### src/mpba_pkg.sv
package mpba_pkg;

  // number of pool table entries
  localparam int unsigned MaxPools = 8;
  localparam int unsigned PoolIdxW = (MaxPools > 1) ? $clog2(MaxPools) : 1;
  localparam int unsigned CountW   = $clog2(MaxPools + 1);

  localparam logic [31:0] ChunkReset = 32'd33554432;

  typedef enum logic [1:0] {
    StatusOk   = 2'd0,
    StatusSkip = 2'd1,
    StatusFull = 2'd2
  } status_e;

  typedef enum logic {
    OpAlloc = 1'b0,
    OpClear = 1'b1
  } op_e;

  typedef struct packed {
    op_e         op;
    logic [31:0] size_bytes;
    logic [16:0] alignment;
  } req_t;

  typedef struct packed {
    status_e     status;
    logic [2:0]  pool_index;
    logic [31:0] offset;
    logic        new_pool;
    logic [32:0] new_pool_size;
  } rsp_t;

  // one pool table entry as stored in memory
  typedef struct packed {
    logic [32:0] capacity;
    logic [32:0] fill;
  } pool_t;

endpackage

### src/mpba_ram.sv
module mpba_ram #(
  parameter int unsigned Width = 8,
  parameter int unsigned Depth = 8
) (
  input  logic                                      clk_i,
  input  logic                                      we_i,
  input  logic [((Depth > 1) ? $clog2(Depth) : 1)-1:0] waddr_i,
  input  logic [Width-1:0]                          wdata_i,
  input  logic [((Depth > 1) ? $clog2(Depth) : 1)-1:0] raddr_i,
  output logic [Width-1:0]                          rdata_o
);

  logic [Width-1:0] mem_q [Depth];
  logic [Width-1:0] rdata_q;

  always_ff @(posedge clk_i) begin
    if (we_i) begin
      mem_q[waddr_i] <= wdata_i;
    end
    rdata_q <= mem_q[raddr_i];
  end

  assign rdata_o = rdata_q;

endmodule

### src/mpba_ctrl.sv
module mpba_ctrl
  import mpba_pkg::*;
(
  input  logic                clk_i,
  input  logic                rst_ni,
  input  logic                req_valid_i,
  output logic                req_ready_o,
  input  req_t                req_i,
  input  logic [31:0]         chunk_size_i,
  output logic                rsp_valid_o,
  input  logic                rsp_ready_i,
  output rsp_t                rsp_o,
  output logic                ram_we_o,
  output logic [PoolIdxW-1:0] ram_waddr_o,
  output pool_t               ram_wdata_o,
  output logic [PoolIdxW-1:0] ram_raddr_o,
  input  pool_t               ram_rdata_i
);

  typedef enum logic [5:0] {
    SIdle  = 6'b000001,
    SRead  = 6'b000010,
    SAlign = 6'b000100,
    SCheck = 6'b001000,
    SOpen  = 6'b010000,
    SDone  = 6'b100000
  } state_e;

  state_e              state_q, state_d;
  logic [PoolIdxW-1:0] idx_q, idx_d;
  logic [CountW-1:0]   count_q, count_d;
  logic [MaxPools-1:0] cleared_q, cleared_d;
  logic [31:0]         size_q, size_d;
  logic [16:0]         align_q, align_d;
  logic [33:0]         at_q, at_d;
  logic [32:0]         cap_q, cap_d;
  rsp_t                rsp_q, rsp_d;

  logic [32:0] fill_rd;
  logic [33:0] amask;
  logic [34:0] end_sum;
  logic        fits;
  logic        last_pool;
  logic [32:0] cmask;
  logic [32:0] rounded;
  logic [32:0] new_cap;

  // fill of the entry just read, zero if a clear came after its last write
  assign fill_rd = cleared_q[idx_q] ? 33'd0 : ram_rdata_i.fill;
  assign amask   = 34'(align_q) - 34'd1;
  assign end_sum = {1'b0, at_q} + 35'(size_q);
  assign fits    = end_sum <= {2'b00, cap_q};
  assign last_pool = (CountW'(idx_q) + CountW'(1)) == count_q;

  // new pool capacity: chunk, or request rounded up to a chunk multiple
  assign cmask = 33'(chunk_size_i) - 33'd1;
  always_comb begin
    rounded = (33'(size_q) + cmask) & ~cmask;
    if (chunk_size_i == 32'd0) begin
      rounded = 33'd0;
    end
    new_cap = 33'(chunk_size_i);
    if (size_q > chunk_size_i) begin
      new_cap = (rounded < 33'(size_q)) ? 33'(size_q) : rounded;
    end
  end

  always_comb begin
    state_d     = state_q;
    idx_d       = idx_q;
    count_d     = count_q;
    cleared_d   = cleared_q;
    size_d      = size_q;
    align_d     = align_q;
    at_d        = at_q;
    cap_d       = cap_q;
    rsp_d       = rsp_q;
    ram_we_o    = 1'b0;
    ram_waddr_o = idx_q;
    ram_wdata_o = '{capacity: cap_q, fill: end_sum[32:0]};

    unique case (state_q)
      SIdle: begin
        if (req_valid_i) begin
          size_d  = req_i.size_bytes;
          align_d = req_i.alignment;
          idx_d   = '0;
          rsp_d   = '0;
          rsp_d.status = StatusOk;
          if (req_i.op == OpClear) begin
            cleared_d = '1;
            state_d   = SDone;
          end else if (req_i.size_bytes == 32'd0 || req_i.alignment == 17'd0) begin
            rsp_d.status = StatusSkip;
            state_d      = SDone;
          end else if (count_q == '0) begin
            state_d = SOpen;
          end else begin
            state_d = SRead;
          end
        end
      end
      SRead: begin
        state_d = SAlign;
      end
      SAlign: begin
        at_d    = ({1'b0, fill_rd} + amask) & ~amask;
        cap_d   = ram_rdata_i.capacity;
        state_d = SCheck;
      end
      SCheck: begin
        if (fits) begin
          ram_we_o             = 1'b1;
          cleared_d[idx_q]     = 1'b0;
          rsp_d.status         = StatusOk;
          rsp_d.pool_index     = 3'(idx_q);
          rsp_d.offset         = at_q[31:0];
          state_d              = SDone;
        end else if (last_pool) begin
          state_d = SOpen;
        end else begin
          idx_d   = idx_q + PoolIdxW'(1);
          state_d = SRead;
        end
      end
      SOpen: begin
        if (count_q == CountW'(MaxPools)) begin
          rsp_d.status = StatusFull;
        end else begin
          ram_we_o                           = 1'b1;
          ram_waddr_o                        = count_q[PoolIdxW-1:0];
          ram_wdata_o                        = '{capacity: new_cap, fill: 33'(size_q)};
          cleared_d[count_q[PoolIdxW-1:0]]   = 1'b0;
          count_d                            = count_q + CountW'(1);
          rsp_d.status                       = StatusOk;
          rsp_d.pool_index                   = 3'(count_q[PoolIdxW-1:0]);
          rsp_d.offset                       = 32'd0;
          rsp_d.new_pool                     = 1'b1;
          rsp_d.new_pool_size                = new_cap;
        end
        state_d = SDone;
      end
      SDone: begin
        if (rsp_ready_i) begin
          state_d = SIdle;
        end
      end
      default: begin
        state_d = SIdle;
      end
    endcase
  end

  always_ff @(posedge clk_i or negedge rst_ni) begin
    if (!rst_ni) begin
      state_q   <= SIdle;
      count_q   <= '0;
      cleared_q <= '0;
    end else begin
      state_q   <= state_d;
      count_q   <= count_d;
      cleared_q <= cleared_d;
    end
  end

  always_ff @(posedge clk_i) begin
    idx_q   <= idx_d;
    size_q  <= size_d;
    align_q <= align_d;
    at_q    <= at_d;
    cap_q   <= cap_d;
    rsp_q   <= rsp_d;
  end

  assign ram_raddr_o = idx_q;
  assign req_ready_o = (state_q == SIdle);
  assign rsp_valid_o = (state_q == SDone);
  assign rsp_o       = rsp_q;

  // table never holds more pools than it has entries
  assert property (@(posedge clk_i) disable iff (!rst_ni)
    count_q <= CountW'(MaxPools))
    else $error("pool count beyond table size");

  // entries are written only on a fit or when a pool is opened
  assert property (@(posedge clk_i) disable iff (!rst_ni)
    ram_we_o |-> (state_q == SCheck || state_q == SOpen))
    else $error("table write outside check or open");

  // scan never looks at a pool that is not open
  assert property (@(posedge clk_i) disable iff (!rst_ni)
    (state_q == SAlign || state_q == SCheck) |-> (CountW'(idx_q) < count_q))
    else $error("scan past open pools");

  // opening a pool bumps the count by exactly one
  assert property (@(posedge clk_i) disable iff (!rst_ni)
    (state_q == SOpen && ram_we_o) |=> (count_q == $past(count_q) + CountW'(1)))
    else $error("pool count not advanced on open");

  // a clear marks every entry as zero fill
  assert property (@(posedge clk_i) disable iff (!rst_ni)
    (state_q == SIdle && req_valid_i && req_i.op == OpClear) |=> (cleared_q == '1))
    else $error("clear did not mark all pools");

endmodule

### src/multi_pool_bump_allocator_top.sv
// multi-pool bump allocator
//
// input channel (in_valid_i / in_ready_o / in_data_i) carries one request item:
// op selects allocate or clear-all-fills, with size and power-of-two alignment.
// output channel (out_valid_o / out_ready_i / out_data_o) returns one result
// item per request: status, pool index, aligned offset, and the size of a pool
// when the request had to open one.
// chunk size is written through cfg_valid_i / cfg_chunk_size_i; the port is
// always ready and should only be written while no request is in flight.
//
// operation: a clear or a rejected request goes straight to the result; an
// allocation runs table read, align and fit check for each pool scanned, then
// opens a new pool or finds the table full when no open pool fits. the scan
// is first-fit over the open pools through the single read port of the pool
// table memory, so the rate is set by the number of pools visited. the result
// reaches out_valid_o through the output register after the controller finishes.
// the output register frees the controller when a result is taken; a stall
// on out_ready_i holds the result and blocks the next request from finishing.
// reset empties the pool table (count zero) and sets chunk size to 32 MiB.
module multi_pool_bump_allocator_top
  import mpba_pkg::*;
(
  input  logic        clk_i,
  input  logic        rst_ni,
  input  logic        in_valid_i,
  output logic        in_ready_o,
  input  req_t        in_data_i,
  output logic        out_valid_o,
  input  logic        out_ready_i,
  output rsp_t        out_data_o,
  input  logic        cfg_valid_i,
  output logic        cfg_ready_o,
  input  logic [31:0] cfg_chunk_size_i
);

  logic [31:0]         chunk_q;
  logic                out_valid_q;
  rsp_t                out_data_q;

  logic                rsp_valid;
  logic                rsp_ready;
  rsp_t                rsp;

  // pool table memory ports
  logic                ram_we;
  logic [PoolIdxW-1:0] ram_waddr;
  pool_t               ram_wdata;
  logic [PoolIdxW-1:0] ram_raddr;
  logic [$bits(pool_t)-1:0] ram_rdata;

  // chunk size register
  assign cfg_ready_o = 1'b1;

  always_ff @(posedge clk_i or negedge rst_ni) begin
    if (!rst_ni) begin
      chunk_q <= ChunkReset;
    end else if (cfg_valid_i) begin
      chunk_q <= cfg_chunk_size_i;
    end
  end

  mpba_ctrl u_ctrl (
    .clk_i        (clk_i),
    .rst_ni       (rst_ni),
    .req_valid_i  (in_valid_i),
    .req_ready_o  (in_ready_o),
    .req_i        (in_data_i),
    .chunk_size_i (chunk_q),
    .rsp_valid_o  (rsp_valid),
    .rsp_ready_i  (rsp_ready),
    .rsp_o        (rsp),
    .ram_we_o     (ram_we),
    .ram_waddr_o  (ram_waddr),
    .ram_wdata_o  (ram_wdata),
    .ram_raddr_o  (ram_raddr),
    .ram_rdata_i  (pool_t'(ram_rdata))
  );

  // capacity and fill of each pool live side by side in one entry
  mpba_ram #(
    .Width ($bits(pool_t)),
    .Depth (MaxPools)
  ) u_pool_ram (
    .clk_i   (clk_i),
    .we_i    (ram_we),
    .waddr_i (ram_waddr),
    .wdata_i (ram_wdata),
    .raddr_i (ram_raddr),
    .rdata_o (ram_rdata)
  );

  // output register, refilled in the cycle the held item leaves
  assign rsp_ready = !out_valid_q || out_ready_i;

  always_ff @(posedge clk_i or negedge rst_ni) begin
    if (!rst_ni) begin
      out_valid_q <= 1'b0;
    end else if (rsp_ready) begin
      out_valid_q <= rsp_valid;
    end
  end

  always_ff @(posedge clk_i) begin
    if (rsp_ready && rsp_valid) begin
      out_data_q <= rsp;
    end
  end

  assign out_valid_o = out_valid_q;
  assign out_data_o  = out_data_q;

endmodule

### config.mk
export PLATFORM = sky130hd
export DESIGN_NAME = multi_pool_bump_allocator_top
export DESIGN_NICKNAME = d
export VERILOG_FILES = /design/src/mpba_pkg.sv /design/src/mpba_ram.sv /design/src/mpba_ctrl.sv /design/src/multi_pool_bump_allocator_top.sv
export SDC_FILE = /design/constraint.sdc
export NUM_CORES = 1
export LEC_CHECK = 0
export BUFFER_PORTS_ARGS = -buffer_cell sky130_fd_sc_hd__buf_2
export CORE_UTILIZATION = 66
export CTS_BUF_LIST = sky130_fd_sc_hd__clkbuf_2 sky130_fd_sc_hd__clkbuf_4 sky130_fd_sc_hd__clkbuf_8
export DETAILED_ROUTE_END_ITERATION = 10
export PLACE_DENSITY = 0.81
export SYNTH_ARGS = -nofsm -noshare
export SYNTH_HDL_FRONTEND = slang
export SYNTH_SLANG_ARGS = --single-unit
### constraint.sdc
create_clock -name clk_i -period 25.5 [get_ports clk_i]
set_clock_uncertainty 0.1 [all_clocks]
set_input_delay 5.1 -clock clk_i [delete_from_list [all_inputs] [get_ports clk_i]]
set_output_delay 5.1 -clock clk_i [all_outputs]
set_load 0.03 [all_outputs]
== Word-level counts from Yosys, hierarchy flattened ==
Memory sizes are Yosys's and may differ from the RTL's. A register that Yosys moved wholly into a read port is not among the register bits.
Cells that the tools add are included.

* Register bits after elaboration: 312
* Bits in writable memories: 528
* Input bits: 87
* Output and inout port bits: 74
* Logic and storage cells: 125
* Memories: 1

{| class="wikitable"
|+ Memories
! memory !! words !! width !! rd ports !! clocked after memory_dff !! wr ports !! RTL line !! RTL
|-
| u_pool_ram.mem_q || 8 || 66 || 1 || 1 || 1 || mpba_ram.sv:13 || <nowiki>logic [Width-1:0] mem_q [Depth];</nowiki>
|}

* Add/subtract/negate cells: 8
* Magnitude comparators: 7
* Eq/ne operators: 15
* Muxes and demuxes: 44
* Bitwise operators: 9
* Reduce and logical (&&, ||, !) cells: 21

{| class="wikitable"
|+ Operator list
! cell !! count
|-
| $mux W33 || 4
|-
| $mux W66 || 2
|-
| $pmux W37 S3 || 1
|-
| $mux W71 || 1
|-
| $mux W69 || 1
|-
| $pmux W34 S2 || 1
|-
| $logic_not A32 Y1 || 2
|-
| $mux W37 || 1
|-
| $pmux W6 S6 || 1
|-
| $add A34 B32 Y35 || 1
|-
| $le A35 B33 Y1 || 1
|-
| $add A33 B34 Y34 || 1
|-
| $and A34 B34 Y34 || 1
|-
| $not A34 Y34 || 1
|-
| $add A32 B33 Y33 || 1
|-
| $and A33 B33 Y33 || 1
|-
| $lt A33 B32 Y1 || 1
|-
| $not A33 Y33 || 1
|-
| $sub A32 B1 Y33 const B || 1
|-
| $gt A32 B32 Y1 || 1
|-
| $mux W8 || 4
|-
| $mux W6 || 5
|-
| $pmux W8 S3 || 1
|-
| $sub A17 B1 Y18 const B || 1
|-
| other kinds (37) || 68
|}

== Longest topological paths before layout ==
* Depth after elaboration: 9
* Depth in mapped cells: 32
* Mapped depth without buffers: 28

== Cells and area by module ==
A second synthesis with hierarchy kept.

* Cell total of the unflattened synthesis: 3000
* Area, all modules: 42553.3 um2

{| class="wikitable"
|+ Modules (own cells, without submodules)
! module !! times used !! cells each !! area each (um2) !! seq. area each (um2)
|-
| mpba_ram || 1 || 842 || 21174.1 || 17176.5
|-
| mpba_ctrl || 1 || 2013 || 17845.9 || 6157.2
|-
| multi_pool_bump_allocator_top || 1 || 145 || 3533.4 || 2959.1
|}

== Worst setup path after synthesis ==
No wires, ideal clock.

* Path kind: flip-flop to flip-flop
* Start point: reg u_ctrl.size_q[0]
* End point: mem u_pool_ram.mem_q[7][0] (netlist name) (enable)
* Setup time: 0.588 ns
* Data arrival time: 9.257 ns
* Required time: 24.812 ns
* Setup slack: 15.554 ns
* Cell stages (with the launch flop): 21
* Path buffers: 0
* Clock period less this slack: 9.946 ns
* Path through: edfxtp_1 ha_1 fa_1 a211oi_1 o21ba_1 o32ai_1 a21oi_1 o21a_1 o21bai_1 a21o_1 a21oi_1 xnor2_1 ha_1 a21oi_1 o21ai_0 a2111oi_0 and4_1 a211oi_1 a211oi_1 a21boi_1 a211oi_1

* Word-level cells in the longest chain between the ends: 6

{| class="wikitable"
|+ RTL lines
! what !! RTL line !! RTL
|-
| start, declared || mpba_ctrl.sv:33 || <nowiki>logic [31:0] size_q, size_d;</nowiki>
|-
| start signal, assigned || mpba_ctrl.sv:168 || <nowiki>size_q <= size_d;</nowiki>
|-
| $add A34 B32 Y35 || mpba_ctrl.sv:51 || <nowiki>assign end_sum = {1'b0, at_q} + 35'(size_q);</nowiki>
|-
| $le A35 B33 Y1 || mpba_ctrl.sv:52 || <nowiki>assign fits = end_sum <= {2'b00, cap_q};</nowiki>
|-
| $mux W1 || mpba_ctrl.sv:112 || <nowiki>if (fits) begin</nowiki>
|-
| $pmux W1 S2 || mpba_ctrl.sv:82 || <nowiki>unique case (state_q)</nowiki>
|-
| $mux W1 || mpba_ram.sv:17 || <nowiki>if (we_i) begin</nowiki>
|-
| $mux W1 (not written as such) || mpba_ram.sv:18 || <nowiki>mem_q[waddr_i] <= wdata_i;</nowiki>
|-
| end, declared || mpba_ram.sv:13 ||
|}

No other way between the ends.

==> results by group <==
Global route
  – Initial antenna violation count: 3
  – First-pass GRT wire length: 178000 um
  – Vias in the first global route: 28300
  – GRT overflow: 0
  – Total track usage: between 30 and 40%
  – Largest net degree at the start of global routing: 96

Place
  – GP Congestion: 1.01
  – Buffers on Ports: around 160
  – HPWL Detailed: about 82000 um

Job
  – MaxCap Viol Count: 1

Synthesis
  – Post-synthesis sequential area ratio: between 60% and 70%
  – Main flop type after synthesis: edfxtp_1
  – Synth warnings: 0
  – Mapped cell area: 41100 sq um
  – XOR/XNOR Fraction of Synth Area: between 2 and 3%
  – Synth Instances: 3179
  – Post-synth EDFFs: 789
  – Synth async-reset ratio: roughly 5.6%
  – Adder-cell share of the synthesized area: 6.20%
  – FF+latch count, synth: 906
  – Unique cell type count in the Yosys netlist: about 90
  – Syn_area_per_cell: about 13 sq um
  – Compound-Gate Fraction of Synth Area: ~13%
  – Multiplexer share of the synthesized area: under 10%
  – Largest family of logic cells by synthesized area: compound AO/OA/AOI/OAI gates
  – Simple-gate share of the synthesized area: 9.74%
  – Mapped Nets: approximately 3500

Die
  – Initial Utilization: between 60% and 70%
  – Die height: 252 um
  – Top Ports: between 150 and 200
  – Die Wd: between 200 and 300 um
  – Core Footprint: 61600 sq um
  – Row count: 91
  – Die area: between 60000 and 70000 sq um

Clock tree
  – Post-CTS setup buffer count: 0
  – Num CTS Buffers: between 100 and 150
  – Htree depth: 4
  – CTS tree: built
  – Sink Count: 906
  – CTS Buffer Depth: 3
  – Clk root buf: clkbuf_8
  – CTS Hold Bufs: 0
  – Post_cts resized: 0
  – Clk Latency, worst-skew pair: about 820 ps
  – Clk slew on worst S/H paths: ~60 ps

Drt
  – Wire length on met1: ~46000 um
  – Antenna Nets Post-Route: 0
  – Total number of vias: between 20000 and 30000
  – Met2 WL post-DR: 55000 um
  – Met3 WL: between 15000 and 20000 um
  – Number of remaining DRC errors: 0
  – Post-DR wirelength/cell: around 28 um
  – Routed wire length: 124000 um
  – First-pass iteration count of the detailed router: 9
  – Via density: 6.74
  – DR top layer: met5
  – DR iter-0 viols: ~4300

Worst setup path
  – WP buf/inv: 1
  – CP max stage delay: roughly 850 ps
  – R2r worst-path depth: 27
  – CP max FO: 38
  – Critical Path RT: about 26000 ps
  – Flop2flop setup slack: approximately 17000 ps
  – CP Capture Type: flip-flop
  – Worst r2r dst: u_pool_ram.mem_q[0][50]
  – Critical path capture point: u_pool_ram.mem_q[0][50]
  – CP delay by family, top: compound AO/OA/AOI/OAI gates
  – Critical path class: flip-flop to flip-flop
  – Worst Setup SP: chunk_q[2]
  – Slowest cell on the critical path: o31ai_1
  – Crit path DAT: between 9000 and 10000 ps
  – Crit start category: flip-flop
  – Critical path depth in cells: 27
  – Worst reg2reg startpoint: chunk_q[2]

Finish
  – Area growth, synth to finish: 12.1%
  – Fin nets: around 3700
  – Share of cells above drive strength 1: about 15%

STA
  – RSZ-0062 raised after global routing: false
  – # setup viols final: 0
  – Hold_ws: approximately 300 ps
  – Final worst path period share: a little over a third
  – Fmax achieved: between 100 and 150 MHz
  – Final Slew Violations: 9
  – Worst-margin pin slew: roughly 1600 ps
  – Setup TNS: 0 ps
  – Tmin final: 8840 ps
  – Slew Limit Headroom: -5.81%
  – Final Hold Fails: 0

Status
  – Failing checks: capacitance limit, slew limit
  – Status: finished with violations

Min path
  – Hold Path Class: flip-flop to flip-flop

Power
  – Power Dens Cells: between 100 and 150 nW/um^2
  – Lkg Pwr: approximately 17 nW
  – VDD IR-drop max: between 0.00009 and 0.0001 V
synthesized netlist by cell type (all sizes together) (63+ instances only):
cell / n / area share, %
nor2: 195 / 1.8
nand2: 191 / 1.7
inv: 130 / 1.2
clkbuf: 106 / 0.97
a21oi: 171 / 2.1
ha: 199 / 6.1
nor3: 63 / 0.77
a22oi: 128 / 2.3
nand3: 72 / 0.88
xnor2: 83 / 1.8
dfxtp: 66 / 3.2
o21ai: 181 / 2.2
edfxtp: 789 / 58
and2: 77 / 1.2
cells by family (layout without fill, tap and decap cells):
family,count (synthesis),in the layout
and+or+nand+nor,809,809
buffers and inverters,258,603
muxes,57,57
AOI/OAI and AO/OA,821,821
DFF,906,906
other,1,2
adders and majority gates,202,202
xor gates and xnor gates,125,125
stage by stage:
| stage | total power [mW] | cells | util [%] | setup WS [ps] | cell area (sq um) |
|---|---|---|---|---|---|
| global placement | 3.41 | 4101 | 69.8 | 17190 | 43000 |
| finish | 4.81 | 4362 | 74.8 | 16660 | 46100 |
| global route | 4.97 | 4362 | 74.8 | 16080 | 46100 |
| floorplan | 2.94 | 3179 | - | 15550 | 41100 |
| CTS | 4.76 | 4361 | 74.8 | 16910 | 46100 |
| detailed placement | 3.46 | 4101 | 69.8 | 16980 | 43000 |
worst min path at each step:
stage,end,cells past startpoint,startpoint,slack (ps)
final,u_ctrl.cap_q[22],0,u_pool_ram.rdata_o[55],300
after global routing,u_ctrl.cap_q[24],0,u_pool_ram.rdata_o[57],310
after CTS,u_ctrl.cap_q[22],0,u_pool_ram.rdata_o[55],300
after detailed placement,u_ctrl.cap_q[18],0,u_pool_ram.rdata_o[51],290
after global placement,u_ctrl.cap_q[27],0,u_pool_ram.rdata_o[60],290
after floorplan,u_ctrl.cap_q[0],0,u_pool_ram.rdata_o[33],290
registers in the layout, indices dropped and copies added, names as in the netlist, 3 cells and up:
| register | cells |
|---|---|
| u_pool_ram.mem_q | 528 |
| u_ctrl.align_q | 17 |
| u_ctrl.state_q | 6 |
| chunk_q | 32 |
| u_ctrl.size_q | 32 |
| u_ctrl.ram_raddr_o | 3 |
| u_ctrl.cleared_q | 8 |
| out_data_o | 71 |
| u_ctrl.cap_q | 33 |
| u_ctrl.count_q | 4 |
| u_ctrl.rsp_o | 71 |
| u_pool_ram.rdata_o | 66 |
| u_ctrl.at_q | 34 |
cells in the final DEF (no fill, tap or decap), types with 128 or more instances in the layout:
| master | count |
|---|---|
| o21ai_0 | 155 |
| edfxtp_1 | 789 |
| ha_1 | 199 |
| buf_2 | 159 |
| a22oi_1 | 128 |
| clkbuf_8 | 162 |
| inv_1 | 128 |
| nand2_1 | 190 |
| a21oi_1 | 170 |
| nor2_1 | 185 |
where the power goes:
part	switching, mW	total [mW]	internal, mW
Sequential	0.118	2.07	1.95
Combinational	0.999	1.43	0.432
Clock	0.586	1.31	0.723
routing by layer:
layer	up-vias	GRT usage, %
li1	12700	-
met1	14200	53.5
met2	2146	58.4
met3	360	8.67
met4	4	21.4
met5	-	0
area by class of cell:
cell class,count,area [sq um]
Sequential cell,906,26300
Timing Repair Buffer,212,1190
Antenna cell,1,2.50
Tap cell,837,1050
Clock inverter,48,453
Clock buffer,212,2610
Inverter,131,492
Fill cell,3881,15500
Multi-Input combinational cell,2015,14000
Power figures use the tool's default switching activity.
